$ cat src/design/fprs_pkg.sv
package fprs_pkg;

    localparam logic [63:0] SIGN_BIT  = 64'h8000_0000_0000_0000;
    localparam logic [63:0] QUIET_BIT = 64'h0008_0000_0000_0000;
    localparam logic [10:0] EXP_ONES  = 11'h7FF;

    typedef enum logic [1:0] {
        SIGN_FROM_A = 2'd0,
        SIGN_KEEP   = 2'd1,
        SIGN_CLEAR  = 2'd2,
        SIGN_SET    = 2'd3
    } sign_mode_t;

    // operand pair after classification and denormal flushing
    typedef struct packed {
        logic [63:0] a;
        logic [63:0] b;
        logic        snan;
        logic [63:0] snan_value;
        logic        a_nan;
        logic        b_nan;
        logic        denorm;
        logic        pick_max;
        logic        magnitude;
        sign_mode_t  sign_mode;
    } fprs_class_t;

    typedef struct packed {
        logic [63:0] a;
        logic [63:0] b;
        logic        choose_b;
        logic        snan;
        logic [63:0] snan_value;
        logic        denorm;
        sign_mode_t  sign_mode;
    } fprs_pick_t;

    function automatic logic is_nan(input logic [63:0] v);
        return (v[62:52] == EXP_ONES) && (v[51:0] != 52'd0);
    endfunction

    function automatic logic is_denormal(input logic [63:0] v);
        return (v[62:52] == 11'd0) && (v[51:0] != 52'd0);
    endfunction

endpackage

$ cat src/design/float64_range_select_top.sv
// Double-precision range select (min/max with magnitude and sign control).
//
// Input channel: in_valid / in_stall carry operand_a, operand_b, pick_max,
// compare_magnitude and sign_mode; a transaction completes on a clock edge
// with in_valid high and in_stall low.
// Output channel: out_valid / out_stall carry selected_value, invalid_flag
// and denormal_flag, one result transaction per input transaction, in order.
// Configuration: cfg_wr_en writes cfg_wr_data into denormals_are_zero; write
// it only while no transaction is in flight.
//
// Three register stages: classify/flush, compare, select/sign. Throughput
// is one transaction per cycle while out_stall is low. Each stage moves
// when its slot is empty or the one after it moves, so a stall on the
// output fills the pipe and then raises in_stall; nothing is dropped or
// repeated. Reset empties all stages and clears denormals_are_zero.
module float64_range_select_top
    import fprs_pkg::*;
(
    input  logic        clk,
    input  logic        rst_n,
    input  logic        cfg_wr_en,
    input  logic        cfg_wr_data,
    input  logic        in_valid,
    output logic        in_stall,
    input  logic [63:0] operand_a,
    input  logic [63:0] operand_b,
    input  logic        pick_max,
    input  logic        compare_magnitude,
    input  logic [1:0]  sign_mode,
    output logic        out_valid,
    input  logic        out_stall,
    output logic [63:0] selected_value,
    output logic        invalid_flag,
    output logic        denormal_flag
);

    logic        daz_reg;
    logic        daz_next;
    logic        v1;
    logic        v2;
    logic        adv1;
    logic        adv2;
    logic        adv3;
    fprs_class_t class_s1;
    fprs_pick_t  pick_s2;

    assign daz_next = cfg_wr_en ? cfg_wr_data : daz_reg;

    always_ff @(posedge clk or negedge rst_n)
    begin
        if (!rst_n)
            daz_reg <= 1'b0;
        else
            daz_reg <= daz_next;
    end

    assign adv3     = !out_valid || !out_stall;
    assign adv2     = !v2 || adv3;
    assign adv1     = !v1 || adv2;
    assign in_stall = !adv1;

    fprs_classify u_classify (
        .clk               (clk),
        .rst_n             (rst_n),
        .advance           (adv1),
        .valid_in          (in_valid),
        .daz               (daz_reg),
        .operand_a         (operand_a),
        .operand_b         (operand_b),
        .pick_max          (pick_max),
        .compare_magnitude (compare_magnitude),
        .sign_mode         (sign_mode),
        .valid_out         (v1),
        .class_out         (class_s1)
    );

    fprs_compare u_compare (
        .clk       (clk),
        .rst_n     (rst_n),
        .advance   (adv2),
        .valid_in  (v1),
        .class_in  (class_s1),
        .valid_out (v2),
        .pick_out  (pick_s2)
    );

    fprs_select u_select (
        .clk            (clk),
        .rst_n          (rst_n),
        .advance        (adv3),
        .valid_in       (v2),
        .pick_in        (pick_s2),
        .valid_out      (out_valid),
        .selected_value (selected_value),
        .invalid_flag   (invalid_flag),
        .denormal_flag  (denormal_flag)
    );

    // input back-pressure only when every stage holds a transaction
    a_stall_full: assert property (@(posedge clk) disable iff (!rst_n)
        in_stall |-> (v1 && v2 && out_valid))
        else $error("in_stall raised with an empty stage");

    a_snan_no_denorm: assert property (@(posedge clk) disable iff (!rst_n)
        (out_valid && invalid_flag) |-> !denormal_flag)
        else $error("invalid and denormal flags both set");

    a_snan_quiet: assert property (@(posedge clk) disable iff (!rst_n)
        (out_valid && invalid_flag) |-> selected_value[51])
        else $error("signaling NaN result not quieted");

    a_stage_hold: assert property (@(posedge clk) disable iff (!rst_n)
        (v2 && out_valid && out_stall) |=> v2)
        else $error("compare stage lost a transaction under stall");

endmodule

$ cat src/design/fprs_classify.sv
module fprs_classify
    import fprs_pkg::*;
(
    input  logic        clk,
    input  logic        rst_n,
    input  logic        advance,
    input  logic        valid_in,
    input  logic        daz,
    input  logic [63:0] operand_a,
    input  logic [63:0] operand_b,
    input  logic        pick_max,
    input  logic        compare_magnitude,
    input  logic [1:0]  sign_mode,
    output logic        valid_out,
    output fprs_class_t class_out
);

    logic        valid_reg;
    logic        valid_next;
    fprs_class_t class_reg;
    fprs_class_t class_next;
    logic        a_nan;
    logic        b_nan;
    logic        a_snan;
    logic        b_snan;
    logic        a_den;
    logic        b_den;

    always_comb
    begin
        a_nan  = is_nan(operand_a);
        b_nan  = is_nan(operand_b);
        a_snan = a_nan && !operand_a[51];
        b_snan = b_nan && !operand_b[51];
        a_den  = is_denormal(operand_a);
        b_den  = is_denormal(operand_b);

        class_next.a          = (a_den && daz) ? (operand_a & SIGN_BIT) : operand_a;
        class_next.b          = (b_den && daz) ? (operand_b & SIGN_BIT) : operand_b;
        class_next.snan       = a_snan || b_snan;
        class_next.snan_value = (a_snan ? operand_a : operand_b) | QUIET_BIT;
        class_next.a_nan      = a_nan;
        class_next.b_nan      = b_nan;
        class_next.denorm     = !daz && ((a_den && !b_nan) || (b_den && !a_nan));
        class_next.pick_max   = pick_max;
        class_next.magnitude  = compare_magnitude;
        class_next.sign_mode  = sign_mode_t'(sign_mode);

        valid_next = advance ? valid_in : valid_reg;
    end

    always_ff @(posedge clk or negedge rst_n)
    begin
        if (!rst_n)
            valid_reg <= 1'b0;
        else
            valid_reg <= valid_next;
    end

    always_ff @(posedge clk)
    begin
        if (advance)
            class_reg <= class_next;
    end

    assign valid_out = valid_reg;
    assign class_out = class_reg;

endmodule

$ cat src/design/fprs_compare.sv
module fprs_compare
    import fprs_pkg::*;
(
    input  logic        clk,
    input  logic        rst_n,
    input  logic        advance,
    input  logic        valid_in,
    input  fprs_class_t class_in,
    output logic        valid_out,
    output fprs_pick_t  pick_out
);

    logic       valid_reg;
    logic       valid_next;
    fprs_pick_t pick_reg;
    fprs_pick_t pick_next;
    logic       sa;
    logic       sb;
    logic       low_lt;
    logic       b_first;
    logic       choose_b;

    always_comb
    begin
        sa = class_in.a[63];
        sb = class_in.b[63];
        // with equal signs the full unsigned compare reduces to the low 63 bits
        low_lt  = class_in.a[62:0] < class_in.b[62:0];
        b_first = (class_in.magnitude ? 1'b0 : sa) ^ low_lt;

        if (class_in.b_nan)
            choose_b = 1'b0;
        else if (class_in.a_nan)
            choose_b = 1'b1;
        else if ((sa != sb) && !class_in.magnitude)
            choose_b = class_in.pick_max ? sa : !sa;
        else
            choose_b = class_in.pick_max ? b_first : !b_first;

        pick_next.a          = class_in.a;
        pick_next.b          = class_in.b;
        pick_next.choose_b   = choose_b;
        pick_next.snan       = class_in.snan;
        pick_next.snan_value = class_in.snan_value;
        pick_next.denorm     = class_in.denorm;
        pick_next.sign_mode  = class_in.sign_mode;

        valid_next = advance ? valid_in : valid_reg;
    end

    always_ff @(posedge clk or negedge rst_n)
    begin
        if (!rst_n)
            valid_reg <= 1'b0;
        else
            valid_reg <= valid_next;
    end

    always_ff @(posedge clk)
    begin
        if (advance)
            pick_reg <= pick_next;
    end

    assign valid_out = valid_reg;
    assign pick_out  = pick_reg;

endmodule

$ cat src/design/fprs_select.sv
module fprs_select
    import fprs_pkg::*;
(
    input  logic        clk,
    input  logic        rst_n,
    input  logic        advance,
    input  logic        valid_in,
    input  fprs_pick_t  pick_in,
    output logic        valid_out,
    output logic [63:0] selected_value,
    output logic        invalid_flag,
    output logic        denormal_flag
);

    logic        valid_reg;
    logic        valid_next;
    logic [63:0] value_reg;
    logic [63:0] value_next;
    logic        invalid_reg;
    logic        invalid_next;
    logic        denorm_reg;
    logic        denorm_next;
    logic [63:0] z;
    logic [63:0] z_signed;

    always_comb
    begin
        z = pick_in.choose_b ? pick_in.b : pick_in.a;

        case (pick_in.sign_mode)
            SIGN_FROM_A: z_signed = {pick_in.a[63], z[62:0]};
            SIGN_KEEP:   z_signed = z;
            SIGN_CLEAR:  z_signed = z & ~SIGN_BIT;
            default:     z_signed = z | SIGN_BIT;
        endcase

        // signaling NaN bypasses sign control and suppresses the denormal flag
        value_next   = pick_in.snan ? pick_in.snan_value : z_signed;
        invalid_next = pick_in.snan;
        denorm_next  = !pick_in.snan && pick_in.denorm;

        valid_next = advance ? valid_in : valid_reg;
    end

    always_ff @(posedge clk or negedge rst_n)
    begin
        if (!rst_n)
            valid_reg <= 1'b0;
        else
            valid_reg <= valid_next;
    end

    always_ff @(posedge clk)
    begin
        if (advance)
        begin
            value_reg   <= value_next;
            invalid_reg <= invalid_next;
            denorm_reg  <= denorm_next;
        end
    end

    assign valid_out      = valid_reg;
    assign selected_value = value_reg;
    assign invalid_flag   = invalid_reg;
    assign denormal_flag  = denorm_reg;

endmodule
$ cat config.mk
export PLATFORM = sky130hd
export DESIGN_NAME = float64_range_select_top
export DESIGN_NICKNAME = d
export VERILOG_FILES = /design/src/design/fprs_pkg.sv /design/src/design/float64_range_select_top.sv /design/src/design/fprs_classify.sv /design/src/design/fprs_compare.sv /design/src/design/fprs_select.sv
export SDC_FILE = /design/constraint.sdc
export NUM_CORES = 1
export LEC_CHECK = 0
export BUFFER_PORTS_ARGS = -buffer_cell sky130_fd_sc_hd__buf_4
export CORE_MARGIN = 2
export CORE_UTILIZATION = 25
export CTS_BUF_LIST = sky130_fd_sc_hd__clkbuf_4
export DETAILED_ROUTE_END_ITERATION = 12
export GPL_TIMING_DRIVEN = 0
export SYNTH_ARGS = -nofsm -noshare
export SYNTH_HDL_FRONTEND = slang
export SYNTH_SLANG_ARGS = --single-unit
export TNS_END_PERCENT = 30
$ cat constraint.sdc
create_clock -name clk -period 15.85 [get_ports clk]
set_clock_uncertainty 0.2 [all_clocks]
set_input_delay 0 -clock clk [delete_from_list [all_inputs] [get_ports clk]]
set_output_delay 0 -clock clk [all_outputs]
set_load 0.02 [all_outputs]
==> flow_metrics.tcl, run 1 <==
set metrics [dict create \
    clkLatencyLatePin_ps 930 \
    reg2reg_from "u_classify.class_out[168]" \
    vdd_drop_max_mv 0.0443 \
    die_w_microns 278 \
    power_density_nw_per_um2 116 \
    wl_microns 53500 \
    ys_dominant_reg_cell "edfxtp_1" \
    grt_pass1_wl_microns 79900 \
    swShare_pct 26.6 \
    pre_cts_slack_ps 11670 \
    drcViolationCount 0 \
    root_buffer "clkbuf_4" \
    start_util_pct 25.3 \
    async_reset_ff_share_pct 0.860 \
    cp-start-kind "input pin" \
    fin_ws_ps 11290 \
    p_switching_uw 814 \
    layout-drive-gt1-share_pct 24.8 \
    dr.pass1.iters 5 \
    period_minus_slack_ps 4560 \
    final_common_cell "edfxtp_1" \
    yosysUniqueCellTypes 47 \
    top_layer_used "met5" \
    fin_nets 2033 \
    gp_congestion 0.795 \
    portBuffers 205 \
    drv_slew 0 \
    synth_edf_count 461 \
    largest_reg_flops 199 \
    postCtsSetupRepairBufs 0 \
    vias 12500 \
    max-clock-path-buffers 3 \
    seq_power_share_pct 51.4 \
    fin_area_sq_um 26400 \
    clk_pin_slew_worst_paths_ps 60 \
    antenna_found_initial 5 \
    met2_wirelength_microns 25900 \
    yosysTopAreaCell "edfxtp_1" \
    required_ps 16250 \
    grt_max_degree 62 \
    dp_hpwl_microns 35600 \
    yosysTopAreaCellShare_pct 73.6 \
    grt_pass1_vias 13300 \
    hp-class "in2reg" \
    wire_per_inst_microns 18.5 \
    hp-start "operand_b[54]" \
    syn_area_per_cell_sq_um 15.8 \
    yosys_warnings 0 \
    pin_count 206 \
    hold_violations 0 \
    fillers 7054 \
    slew_headroom_pct 26.5 \
    critical_path.max_fanout 10 \
    arrival_ps 4960 \
    netlist_instances 1190 \
    finalCritPeriodShare_pct 28.8 \
    multi_input_area_sq_um 4350 \
    clock-sinks 465 \
    cts_tree "yes" \
    antenna_left 0 \
    grtUsageTotal_pct 13.9 \
    dieArea_sq_um 77400 \
    finalSetupViolCount 0 \
    synth-seq-cells 465 \
    dr_wl_met3_microns 2790 \
    cap_violations 0 \
    detail_route.vias_per_cell 4.32 \
    synthToLayoutAreaGrowth_pct 40.4 \
    seq_area_sq_um 13900 \
    synthesis.area_sq_um 18800 \
    synth_area_leaders "edfxtp_1 74%, ha_1 4.1%, nor2b_1 3.6%" \
    rows 100 \
    die_h_microns 278 \
    h-tree-depth 3 \
    dr.first_iter.drc_count 848 \
    clock_power_share_pct 33.1 \
    status "finished, final reports clean" \
    cp-end-kind "register" \
    crit_start "operand_a[21]" \
    synth_fp_nets 1390 \
    post_dp_cell_area_sq_um 21900 \
    seq_area_frac_synth_pct 74.2 \
    path_class "in2reg" \
    cts-resized-gates 0 \
    setup_tns_ps 0 \
    wl_met1_microns 23200 \
    final_cell_mix "461 x edfxtp_1, 297 x dlygate4sd3_1, 205 x buf_4" \
    hold_buffers 297 \
    worst_pin_slew_ps 1070 \
    cts_buffers 121 \
    core_area_sq_um 74400 \
    power_frac_comb_pct 15.5 \
    rsz0062_at_grt "false" \
    fmax_ghz 0.219 \
    power.internal_mw 2.25 \
    power.leakage_nw 10.4 \
    overflow 0 \
]
==> final timing paths <==
| path | end | slack (ps) | cells past startpoint |
|---|---|---|---|
| worst max register to register | u_compare.pick_out[68] | 11940 | 8 |
| max in group asynchronous | daz_reg | 14900 | 4 |
| worst max-delay path | u_classify.class_out[51] | 11290 | 11 |
| worst min-delay path | u_classify.class_out[5] | 170 | 5 |
| worst min register to register | u_compare.pick_out[29] | 180 | 0 |
| min in group asynchronous | u_select.valid_out | 360 | 4 |
==> synthesized netlist by cell type, types with 2 or more instances <==
| cell type | count |
|---|---|
| nor3_1 | 2 |
| nand4_1 | 19 |
| buf_1 | 4 |
| inv_1 | 69 |
| o21ai_0 | 69 |
| clkbuf_1 | 53 |
| dfrtp_1 | 4 |
| a211oi_1 | 2 |
| nand3_1 | 16 |
| a211o_1 | 2 |
| and4_1 | 3 |
| o211ai_1 | 2 |
| nand2_1 | 82 |
| nor4_1 | 33 |
| nand2b_1 | 7 |
| a221o_1 | 2 |
| nor2_1 | 8 |
| a21boi_0 | 2 |
| buf_6 | 4 |
| ha_1 | 62 |
| or4_1 | 2 |
| mux2_2 | 53 |
| edfxtp_1 | 461 |
| mux2i_1 | 63 |
| nor2b_1 | 107 |
| a21oi_1 | 23 |
| or2_2 | 11 |
| a21o_1 | 5 |
| and2_1 | 2 |
==> through the flow <==
step	power, mW	utilization [%]	cells	hold WS (ps)
CTS	3.11	35.4	2886	14.4
global route	3.21	35.5	2887	119
detailed placement	2.02	29.5	2382	-400
global placement	2.03	29.0	2364	-405
floorplan	1.83	-	1190	-496
finish	3.07	35.5	2887	174
==> routing by layer <==
| layer | up-vias | track usage (%) |
|---|---|---|
| met1 | 6092 | 17.2 |
| met5 | - | 0 |
| met3 | 114 | 2.93 |
| met4 | 2 | 5.86 |
| met2 | 438 | 23.4 |
| li1 | 5815 | - |
==> layout make-up <==
type                            instances  share of cell area [%]
Buffer                                 62                    1.03
Inverter                               69                   0.981
Tap cell                              969                    4.59
Antenna cell                            1                 0.00948
Clock buffer                          157                    4.47
Multi-Input combinational cell        594                    16.5
Timing Repair Buffer                  520                    18.5
Sequential cell                       465                    52.8
Clock inverter                         50                    1.16
==> kinds of logic after synthesis <==
kind of cell,after synthesis,share of synthesized area (%)
AND/OR/NAND/NOR,296,8.72
multiplexers,116,6.53
AO/OA/AOI/OAI,120,3.63
buffers and inverters,131,2.83
adder cells (fa/ha/maj),62,4.13
flip-flops,465,74.2
==> worst max-delay path: stages <==
cell           delay, ps
dlygate4sd3_1        540
buf_4                140
nor4_1               680
nand4_1              350
nor4_1               780
or4_4                330
nor2_8                30
dlygate4sd3_1        900
clkbuf_8             340
mux2_2               280
dlygate4sd3_1        560
==> power by group through the flow <==
| stage | Sequential (mW) | Combinational, mW | Clock [mW] |
|---|---|---|---|
| global route | 1.59 | 0.519 | 1.11 |
| detailed placement | 1.60 | 0.422 | 0 |
| floorplan | 1.65 | 0.175 | 0 |
| global placement | 1.63 | 0.399 | 0 |
| finish | 1.58 | 0.477 | 1.01 |
| CTS | 1.58 | 0.483 | 1.05 |
Power figures use the tool's default switching activity.
==> run 2: changes to the inputs <==
Clock period 15.85 ns to 4.5 ns, I/O delays scaled along.
==> run 2 against run 1 <==
Global-route usage up 0.27 points. Non-clock buffer count up 13. Total power rose to 3.7 times the previous value. Worst setup slack worse by 11000 ps. Sequential power rose to 3.5 times the previous value. Critical path type unchanged. Critical endpoint is now u_classify.class_out[37]. Largest cell class unchanged. Largest power group unchanged.
==> flow_metrics.tcl, run 2 (synthesis gave the netlist of run 1 again) <==
set metrics [dict create \
    required_ps 4970 \
    period_minus_slack_ps 4420 \
    cts-resized-gates 0 \
    slew_headroom_pct 6.87 \
    die_w_microns 278 \
    cpMostUsedCell "dlygate4sd3_1" \
    cp-end-kind "register" \
    power.leakage_nw 10.5 \
    final_common_cell "edfxtp_1" \
    portBuffers 205 \
    place_inst 2383 \
    clk_pin_slew_worst_paths_ps 70 \
    path_class "in2reg" \
    drcViolationCount 0 \
    drv_slew 0 \
    synthToLayoutAreaGrowth_pct 41.9 \
    slowest_stage "dlygate4sd3_1" \
    vdd_drop_max_mv 0.200 \
    h-tree-depth 4 \
    worst_pin_slew_ps 1360 \
    grtUsageMet3_pct 3.97 \
    cpLargestDelayFamily "buffers and inverters" \
    grt_max_degree 61 \
    crit_buf_inv 5 \
    die_h_microns 278 \
    overflow 0 \
    finalSetupViolCount 0 \
    wl_microns 54200 \
    setup_tns_ps 0 \
    arrival_ps 4900 \
    root_buffer "clkbuf_4" \
    antenna_found_initial 7 \
    status "finished, final reports clean" \
    cpPeakStageDelay_ps 900 \
    fmax_ghz 0.226 \
    clock-sinks 465 \
    cp_num_cells 11 \
    cp_cell_sequence "dlygate4sd3_1 -> buf_4 -> nor4_1 -> nand4_1 -> nor4_1 -> or4_4 -> nor2_8 -> dlygate4sd3_1 -> buf_6 -> mux2_2 -> dlygate4sd3_1" \
    antenna_left 0 \
    min_path_cells 3 \
    grt_pass1_wl_microns 80700 \
    stdcell_count 2919 \
    largest_reg_flops 199 \
    hp-class "in2reg" \
    power_density_nw_per_um2 420 \
    finalCritPeriodShare_pct 98.3 \
    fin_nets 2055 \
    vias 12600 \
    hold_violations 0 \
    grt_use_met1_pct 17.2 \
    busiest_layer "met2" \
    rsz0062_at_grt "false" \
    dp_hpwl_microns 35700 \
    cts_buffers 130 \
    detail_route.vias_per_cell 4.32 \
    critical_path.max_fanout 10 \
    layout-drive-gt1-share_pct 25.7 \
    ff2ff_path_depth 8 \
    start_util_pct 25.3 \
    wire_per_inst_microns 18.6 \
    dr.pass1.iters 5 \
    grtUsageTotal_pct 14.1 \
    cts_tree "yes" \
    core_area_sq_um 74400 \
    use_met2_pct 23.3 \
    final_cell_mix "461 x edfxtp_1, 309 x dlygate4sd3_1, 205 x buf_4" \
    dr.first_iter.drc_count 820 \
    max-clock-path-buffers 3 \
    clkLatencyLatePin_ps 980 \
    grt_pass1_vias 13700 \
    cap_violations 0 \
    cp-start-kind "input pin" \
    pin_count 206 \
    hold_buffers 309 \
    dieArea_sq_um 77400 \
    postCtsSetupRepairBufs 0 \
    gp_congestion 0.795 \
    rows 100 \
]
## run 2: cell count changes in the layout (fill, tap and decap cells not counted), moves of 2 or more
cell           change
clkbuf_4          +24
dlygate4sd3_1     +12
clkinv_2           -9
clkinv_1           -8
diode_2            +5
inv_2              +4
buf_16             -3
buf_6              +3
bufinv_16          +2
clkinv_4           +2
clkinvlp_4         +2
inv_6              -2
## run 2: final cells by class
| class | instances | area [sq um] |
|---|---|---|
| Clock buffer | 181 | 1360 |
| Timing Repair Buffer | 533 | 4960 |
| Antenna cell | 6 | 15.0 |
| Tap cell | 969 | 1210 |
| Inverter | 69 | 259 |
| Sequential cell | 465 | 13900 |
| Fill cell | 7089 | 47800 |
| Clock inverter | 40 | 310 |
| Buffer | 62 | 273 |
| Multi-Input combinational cell | 594 | 4350 |
## run 2: layer usage
layer  routed length, microns  part of all wire [%]
met1                    23000                    42
met5                       27                 0.050
met3                     3220                   5.9
met4                     1810                   3.3
met2                    26100                    48
## run 2: worst reg2reg max path: cells and delay by family, from the launching register on
family                     cells  cell delay, ps
muxes                          1             230
AOI/OAI and AO/OA              6            2810
DFF                            1             400
adders and majority gates      1             320
## run 2: final timing paths
check	startpoint	to	slack, ps
setup / recovery	operand_a[2]	u_classify.class_out[37]	80
hold / removal	sign_mode[0]	u_classify.class_out[0]	150
setup reg to reg	u_classify.class_out[168]	u_compare.pick_out[68]	270
hold reg to reg	u_classify.class_out[17]	u_compare.pick_out[13]	170
max in group asynchronous	rst_n	u_select.valid_out	3600
min in group asynchronous	rst_n	u_compare.valid_out	310
## run 2: metrics by stage
stage / hold slack, ps / cell area (sq um) / power, mW / utilization [%] / worst slack, ps
finish: 147 / 26700 / 11.2 / 35.8 / 78.2
global route: 70.0 / 26700 / 11.8 / 35.8 / 66.3
CTS: 30.7 / 26700 / 11.4 / 35.8 / 14.7
detailed placement: -402 / 21900 / 7.13 / 29.4 / 333
global placement: -405 / 21600 / 7.17 / 29.0 / -8010
floorplan: -496 / 18800 / 6.44 / - / -4050
## run 2: where the power goes
group	switching [mW]	total (mW)	internal [mW]	leakage (nW)
Clock	1.82	3.97	2.14	0.975
Sequential	0.167	5.55	5.38	4.76
Combinational	0.943	1.69	0.749	4.78
